### config.mk
export PLATFORM = sky130hd
export DESIGN_NAME = iso_tp_frame_segmenter_unit
export DESIGN_NICKNAME = d
export VERILOG_FILES = /design/src/sv/itsg_pkg.sv /design/src/sv/itsg_in_stage.sv /design/src/sv/itsg_packer.sv /design/src/sv/iso_tp_frame_segmenter_unit.sv
export SDC_FILE = /design/constraint.sdc
export NUM_CORES = 1
export LEC_CHECK = 0
export BUFFER_PORTS_ARGS = -buffer_cell sky130_fd_sc_hd__buf_2
export CORE_MARGIN = 3
export CORE_UTILIZATION = 55
export CTS_CLUSTER_SIZE = 40
export DETAILED_ROUTE_END_ITERATION = 6
export PLACE_DENSITY = 0.8
export SLEW_MARGIN = 20
export SYNTH_ARGS = -nofsm -noshare
export SYNTH_HDL_FRONTEND = slang
export SYNTH_SLANG_ARGS = --single-unit
### constraint.sdc
create_clock -name clk -period 7.8 [get_ports clk]
set_input_delay 1.56 -clock clk [delete_from_list [all_inputs] [get_ports clk]]
set_output_delay 1.56 -clock clk [all_outputs]
set_load 0.01 [all_outputs]
### src/sv/itsg_pkg.sv
// ---------------------------------------------------------------------------
// itsg_pkg: shared types and constants
// Register map codes, configuration bundle and the buffered input item used
// by the CAN frame segmenter.
// ---------------------------------------------------------------------------
package itsg_pkg;

  // Register indexes (paddr[3:2])
  localparam logic [1:0] REG_CAN_ID = 2'd0;
  localparam logic [1:0] REG_PAD    = 2'd1;
  localparam logic [1:0] REG_LIMIT  = 2'd2;

  // Reset values of the registers
  localparam logic [10:0] CAN_ID_RST = 11'd0;
  localparam logic [7:0]  PAD_RST    = 8'd0;
  localparam logic [7:0]  LIMIT_RST  = 8'd255;

  // High nibble of a consecutive-frame control byte
  localparam logic [3:0] CF_CTRL_HI = 4'h2;

  // Configuration seen by the datapath
  typedef struct packed {
    logic [10:0] can_identifier;
    logic [7:0]  pad_byte;
    logic [7:0]  frame_limit;
  } cfg_t;

  // One buffered input item
  typedef struct packed {
    logic [7:0] payload_byte;
    logic       final_byte;
  } in_item_t;

endpackage

### src/sv/itsg_in_stage.sv
// ---------------------------------------------------------------------------
// itsg_in_stage: input register
// Holds one accepted item for the packer; refills in the same cycle the
// packer takes the held item.
// ---------------------------------------------------------------------------
module itsg_in_stage (
  input  logic              clk,
  input  logic              rst,
  input  logic              in_valid,
  output logic              in_ready,
  input  itsg_pkg::in_item_t in_item,
  output logic              held_valid,
  output itsg_pkg::in_item_t held_item,
  input  logic              take
);

  assign in_ready = !held_valid || take;

  // Load a new item whenever the slot is free or being drained
  always_ff @(posedge clk) begin
    if (rst) begin
      held_valid <= 1'b0;
    end else if (in_ready) begin
      held_valid <= in_valid;
    end
  end

  always_ff @(posedge clk) begin
    if (in_ready && in_valid) begin
      held_item <= in_item;
    end
  end

endmodule

### src/sv/itsg_packer.sv
// ---------------------------------------------------------------------------
// itsg_packer: frame assembly and result register
// Places each byte into the open frame, inserts the consecutive-frame
// control byte, pads and emits closed frames into the output register.
// ---------------------------------------------------------------------------
module itsg_packer #(
  parameter int FRAME_BYTES = 8
) (
  input  logic               clk,
  input  logic               rst,
  input  itsg_pkg::cfg_t     cfg,
  input  logic               held_valid,
  input  itsg_pkg::in_item_t held_item,
  output logic               take,
  output logic               out_valid,
  input  logic               out_ready,
  output logic [10:0]        out_id,
  output logic [63:0]        out_bytes,
  output logic [7:0]         out_index,
  output logic               out_end
);

  localparam int SW = $clog2(FRAME_BYTES + 1);
  localparam int AW = FRAME_BYTES * 8;

  // Frame state
  logic [AW-1:0] assembly_word, assembly_word_next;
  logic [SW-1:0] slot_position, slot_position_next;
  logic [7:0]    frames_sent, frames_sent_next;

  logic          limit_hit;
  logic          fin;
  logic [7:0]    b;
  logic [AW-1:0] base;
  logic [SW-1:0] pos;
  logic [SW-1:0] pos_inc;
  logic          emit;
  logic [63:0]   frame_word;

  assign take      = held_valid && (!out_valid || out_ready);
  assign fin       = held_item.final_byte;
  assign b         = held_item.payload_byte;
  assign limit_hit = frames_sent >= cfg.frame_limit;

  // Open a frame: control byte goes into slot 0 for every frame but the first
  always_comb begin
    base = assembly_word;
    pos  = slot_position;
    if (slot_position == '0) begin
      base = '0;
      if (frames_sent != 8'd0) begin
        base[7:0] = {itsg_pkg::CF_CTRL_HI, frames_sent[3:0]};
        pos       = SW'(1);
      end
    end
  end

  assign pos_inc = pos + SW'(1);
  assign emit    = (int'(pos_inc) >= FRAME_BYTES) || fin;

  // Byte lanes: kept bytes, new byte, pad, zero beyond the frame size
  always_comb begin
    frame_word         = '0;
    assembly_word_next = base;
    for (int k = 0; k < 8; k++) begin
      if (k < FRAME_BYTES) begin
        if (k < int'(pos)) begin
          frame_word[8*k +: 8] = base[8*k +: 8];
        end else if (k == int'(pos)) begin
          frame_word[8*k +: 8]         = b;
          assembly_word_next[8*k +: 8] = b;
        end else begin
          frame_word[8*k +: 8] = cfg.pad_byte;
        end
      end
    end
  end

  // State update for one taken item
  always_comb begin
    slot_position_next = slot_position;
    frames_sent_next   = frames_sent;
    if (limit_hit) begin
      if (fin) begin
        slot_position_next = '0;
        frames_sent_next   = 8'd0;
      end
    end else if (emit) begin
      slot_position_next = '0;
      frames_sent_next   = fin ? 8'd0 : frames_sent + 8'd1;
    end else begin
      slot_position_next = pos_inc;
    end
  end

  // Dropped bytes leave the open frame as it is until the message ends
  always_ff @(posedge clk) begin
    if (rst) begin
      assembly_word <= '0;
      slot_position <= '0;
      frames_sent   <= 8'd0;
    end else if (take) begin
      slot_position <= slot_position_next;
      frames_sent   <= frames_sent_next;
      if (limit_hit) begin
        if (fin) begin
          assembly_word <= '0;
        end
      end else if (emit) begin
        assembly_word <= '0;
      end else begin
        assembly_word <= assembly_word_next;
      end
    end
  end

  // Result register
  always_ff @(posedge clk) begin
    if (rst) begin
      out_valid <= 1'b0;
    end else if (take) begin
      out_valid <= !limit_hit && emit;
    end else if (out_ready) begin
      out_valid <= 1'b0;
    end
  end

  always_ff @(posedge clk) begin
    if (take && !limit_hit && emit) begin
      out_id    <= cfg.can_identifier;
      out_bytes <= frame_word;
      out_index <= frames_sent;
      out_end   <= fin;
    end
  end

endmodule

### src/sv/iso_tp_frame_segmenter_unit.sv
// ---------------------------------------------------------------------------
// iso_tp_frame_segmenter_unit: payload byte stream to CAN frames
// One payload byte is accepted per cycle unless the output stalls; every
// byte passes the input register and the assembly logic; a frame enters
// the output register as its closing byte leaves the input register. While
// a finished frame waits the input takes at most one more byte into the
// input register, then holds off until the frame leaves. Frame 0 of a
// message holds raw bytes, later frames start with the consecutive-frame
// control byte; the frame closed by the last byte is padded. Bytes beyond
// frame_limit frames are dropped until the message ends.
// ---------------------------------------------------------------------------
module iso_tp_frame_segmenter_unit #(
  parameter int FRAME_BYTES = 8
) (
  input  logic        clk,
  input  logic        rst,
  // configuration
  input  logic        psel,
  input  logic        penable,
  input  logic        pwrite,
  input  logic [3:0]  paddr,
  input  logic [31:0] pwdata,
  output logic [31:0] prdata,
  output logic        pready,
  // payload in
  input  logic        s_axis_tvalid,
  output logic        s_axis_tready,
  input  logic [7:0]  s_axis_tdata,   // [7:0] payload_byte
  input  logic        s_axis_tlast,   // final_byte
  // frames out
  output logic        m_axis_tvalid,
  input  logic        m_axis_tready,
  output logic [87:0] m_axis_tdata,   // [10:0] frame_id, [74:11] frame_bytes,
                                      // [82:75] frame_index, [87:83] zero
  output logic        m_axis_tlast    // message_end
);

  itsg_pkg::cfg_t     cfg;
  itsg_pkg::in_item_t in_item;
  itsg_pkg::in_item_t held_item;
  logic               held_valid;
  logic               take;
  logic [10:0]        out_id;
  logic [63:0]        out_bytes;
  logic [7:0]         out_index;

  // Register file
  assign pready = 1'b1;

  always_ff @(posedge clk) begin
    if (rst) begin
      cfg.can_identifier <= itsg_pkg::CAN_ID_RST;
      cfg.pad_byte       <= itsg_pkg::PAD_RST;
      cfg.frame_limit    <= itsg_pkg::LIMIT_RST;
    end else if (psel && penable && pwrite && pready) begin
      unique case (paddr[3:2])
        itsg_pkg::REG_CAN_ID: cfg.can_identifier <= pwdata[10:0];
        itsg_pkg::REG_PAD:    cfg.pad_byte       <= pwdata[7:0];
        itsg_pkg::REG_LIMIT:  cfg.frame_limit    <= pwdata[7:0];
        default: ;
      endcase
    end
  end

  always_comb begin
    unique case (paddr[3:2])
      itsg_pkg::REG_CAN_ID: prdata = {21'd0, cfg.can_identifier};
      itsg_pkg::REG_PAD:    prdata = {24'd0, cfg.pad_byte};
      itsg_pkg::REG_LIMIT:  prdata = {24'd0, cfg.frame_limit};
      default:              prdata = 32'd0;
    endcase
  end

  // Datapath
  assign in_item.payload_byte = s_axis_tdata;
  assign in_item.final_byte   = s_axis_tlast;

  itsg_in_stage u_in (
    .clk        (clk),
    .rst        (rst),
    .in_valid   (s_axis_tvalid),
    .in_ready   (s_axis_tready),
    .in_item    (in_item),
    .held_valid (held_valid),
    .held_item  (held_item),
    .take       (take)
  );

  itsg_packer #(
    .FRAME_BYTES (FRAME_BYTES)
  ) u_pack (
    .clk        (clk),
    .rst        (rst),
    .cfg        (cfg),
    .held_valid (held_valid),
    .held_item  (held_item),
    .take       (take),
    .out_valid  (m_axis_tvalid),
    .out_ready  (m_axis_tready),
    .out_id     (out_id),
    .out_bytes  (out_bytes),
    .out_index  (out_index),
    .out_end    (m_axis_tlast)
  );

  assign m_axis_tdata = {5'd0, out_index, out_bytes, out_id};

endmodule

==> reports/metrics.cfg <==
[logic_synthesis]
yosysSeqAreaShare_pct=57.0
synth_area_leaders=edfxtp_1 (32%), dfxtp_1 (24%), mux2i_1 (4.0%)
ys.flop_type=dfxtp_1
synthAdderAreaFrac_pct=1.46
ys_ff_latch=198
synth_compound_area_share_pct=19.3
ys_async_sr_fraction_pct=0
synth-simple-area-share_pct=10.7
synth_top_area_share_pct=32.5
yosys_warnings=0
synth.avg_cell_area_um2=10.8
synth.area.mux_share_pct=3.96
synth_top_cell_by_area=edfxtp_1
synth_xor_area_share_pct=0.204
ys_types=54
synth_top_family_by_area=compound AO/OA/AOI/OAI gates
synthesis.area_um2=8590
synth_edf_count=93
netlist_instances=798

[setup_path]
reg2reg_to=u_pack.assembly_word[15]
path_common_cell=buf_2
crit_path_top_delay_cell=nor2b_1
cp_data_required_time_ns=6.24
crit_family=simple AND/OR/NAND/NOR gates
r2r_slack_ns=4.52
endpoint_kind=output pin
r2r_cells=7
cp_num_cells=5
crit_chain=buf_2 -> nor2b_1 -> nand2_1 -> o21ai_0 -> buf_2
worst-setup-path-type=in -> out
r2r-start=u_pack.frames_sent[6]
slowest_delay_ns=0.48
critical_path.max_fanout=14
cp.arrival_ns=2.64
start_kind=input pin
path_buf_inv=2

[die]
pin_count=176
rows=45
start_util_pct=56.3
die_h_um=131
die_w_um=131
dieArea_um2=17200
core_area_um2=15300

[min_path]
hp-start=cfg[18]
worstHoldEndpoint=u_pack.out_id[2]
hp-class=reg -> reg
hold_depth=0

[route]
firstDrtPassIters=7
drc=6
wl_per_cell_um=18.3
drt-vias-per-instance=5.97
drtIter0Drc=1006
vias=6625
finalWirelength_mm=20.3
drt.antenna.violating_nets=0

[clocking]
h-tree-depth=4
cts_buffer_depth=2
cts-root-buf=clkbuf_16
tritoncts=yes
cts_setup_buffers=0
cts-resized-gates=0
hold_buffers=0
cts_buffers=17
clkTransAtPathRegs_ns=0.06
clock_sinks=198
insertion_delay_ns=0.43

[sta]
drv_slew=0
worst_pin_slew_ns=1.09
fmaxAchievable_mhz=238
maxSlewHeadroom_pct=27.4
fin_skew_ns=0.00872
layout_min_cycle_time_ns=4.20
grt_setup_unrepaired=no
fin_crit_sh_pct=53.9
hold_violations=0
setup_viol=0
worst_hold_slack_ns=0.458
setup_tns_ns=0

[global_route]
grt_pass1_vias=5928
grt_start_max_net_pins=86
grt_pass1_wl_mm=31.2
track_usage_pct=23.6
antenna_found_initial=0
overflow=0

[power]
power.total_uw=2140
leakagePower_uw=0.00421
vdd_drop_max_mv=0.156
powerDensity_nw_per_um2=218

[cells_and_area]
fill_cells=1227
antennaDiodeCount=0
final_common_cell=buf_2
layout.nets=948
areaGrowthSynthToFinish_pct=14.3
final_core_util_pct=64.4
drive_gt1_share_pct=19.9
final_cell_mix=buf_2 (125), dfxtp_1 (105), edfxtp_1 (93)
postLayoutCellArea_um2=9830

[placement]
post_dp_cell_area_um2=9200
dp_hpwl_mm=13.0
gp_congestion=0.885
numPortBuffers=125

[job]
maxCapViolations=0

[outcome]
violations=design-rule violations
status=finished, violations left

flip-flops by register name, indices dropped and copies added, names as in the netlist:
signal and cells:
u_pack.assembly_word 64, u_pack.out_bytes 64, cfg 27, u_pack.out_id 11
u_in.held_item 9, u_pack.frames_sent 8, u_pack.out_index 8, u_pack.slot_position 4
u_in.held_valid 1, u_pack.out_end 1, u_pack.out_valid 1
cells in the mapped netlist, types with 4 or more instances:
library cell,instances
a21o_1,5
a21oi_1,40
a222oi_1,32
a22o_1,23
a22oi_1,11
a32o_1,24
and2_1,6
and3_1,16
buf_1,6
buf_2,4
buf_4,27
clkbuf_1,51
dfxtp_1,105
edfxtp_1,93
ha_1,10
inv_1,50
mux2i_1,34
nand2_1,70
nand2b_1,5
nand3_1,12
nor2_1,58
nor3_1,9
nor3b_1,4
o211ai_1,10
o21ai_0,37
o22ai_1,9
o2bb2ai_1,8
power breakdown:
part | internal, uW | switching [uW]
Sequential | 1110 | 23.3
Clock | 498 | 375
Combinational | 44.9 | 91.2
Total | 1650 | 490
routing by layer:
| layer | wire (um) | track usage, % |
|---|---|---|
| met4 | 401 | 6.78 |
| met3 | 1840 | 5.41 |
| met2 | 9600 | 38.0 |
| met5 | 0 | 0 |
| met1 | 8470 | 32.2 |
per-stage QoR:
stage,std cells,setup slack (ns)
finish,1110,3.60
detailed placement,1077,3.66
global placement,1077,3.67
floorplan,823,3.42
CTS,1109,3.63
global route,1110,3.44
final cells by class:
type	count	area (um^2)	share of cell area, %
Clock inverter	11	124	1.26
Sequential cell	198	4890	49.8
Timing Repair Buffer	133	706	7.18
Clock buffer	21	470	4.79
Multi-Input combinational cell	486	3180	32.4
Tap cell	211	264	2.69
Inverter	50	188	1.91
worst max path at each step:
stage / start / to / slack, ns
after CTS: paddr[3] / prdata[4] / 3.63
after floorplan: m_axis_tready / u_pack.out_bytes[0] / 3.42
final: paddr[3] / prdata[1] / 3.60
after global routing: paddr[3] / prdata[3] / 3.44
after global placement: paddr[3] / prdata[0] / 3.67
after detailed placement: paddr[3] / prdata[5] / 3.66
kinds of logic (layout without fill, tap and decap cells):
logic type / Yosys count / count (layout)
XOR/XNOR: 2 / 2
buffers and inverters: 139 / 215
multiplexers: 34 / 34
adder cells (fa/ha/maj): 10 / 10
AND/OR/NAND/NOR: 197 / 197
other: 2 / 27
AO/OA/AOI/OAI: 216 / 216
flip-flops: 198 / 198
Power figures use the tool's default switching activity.
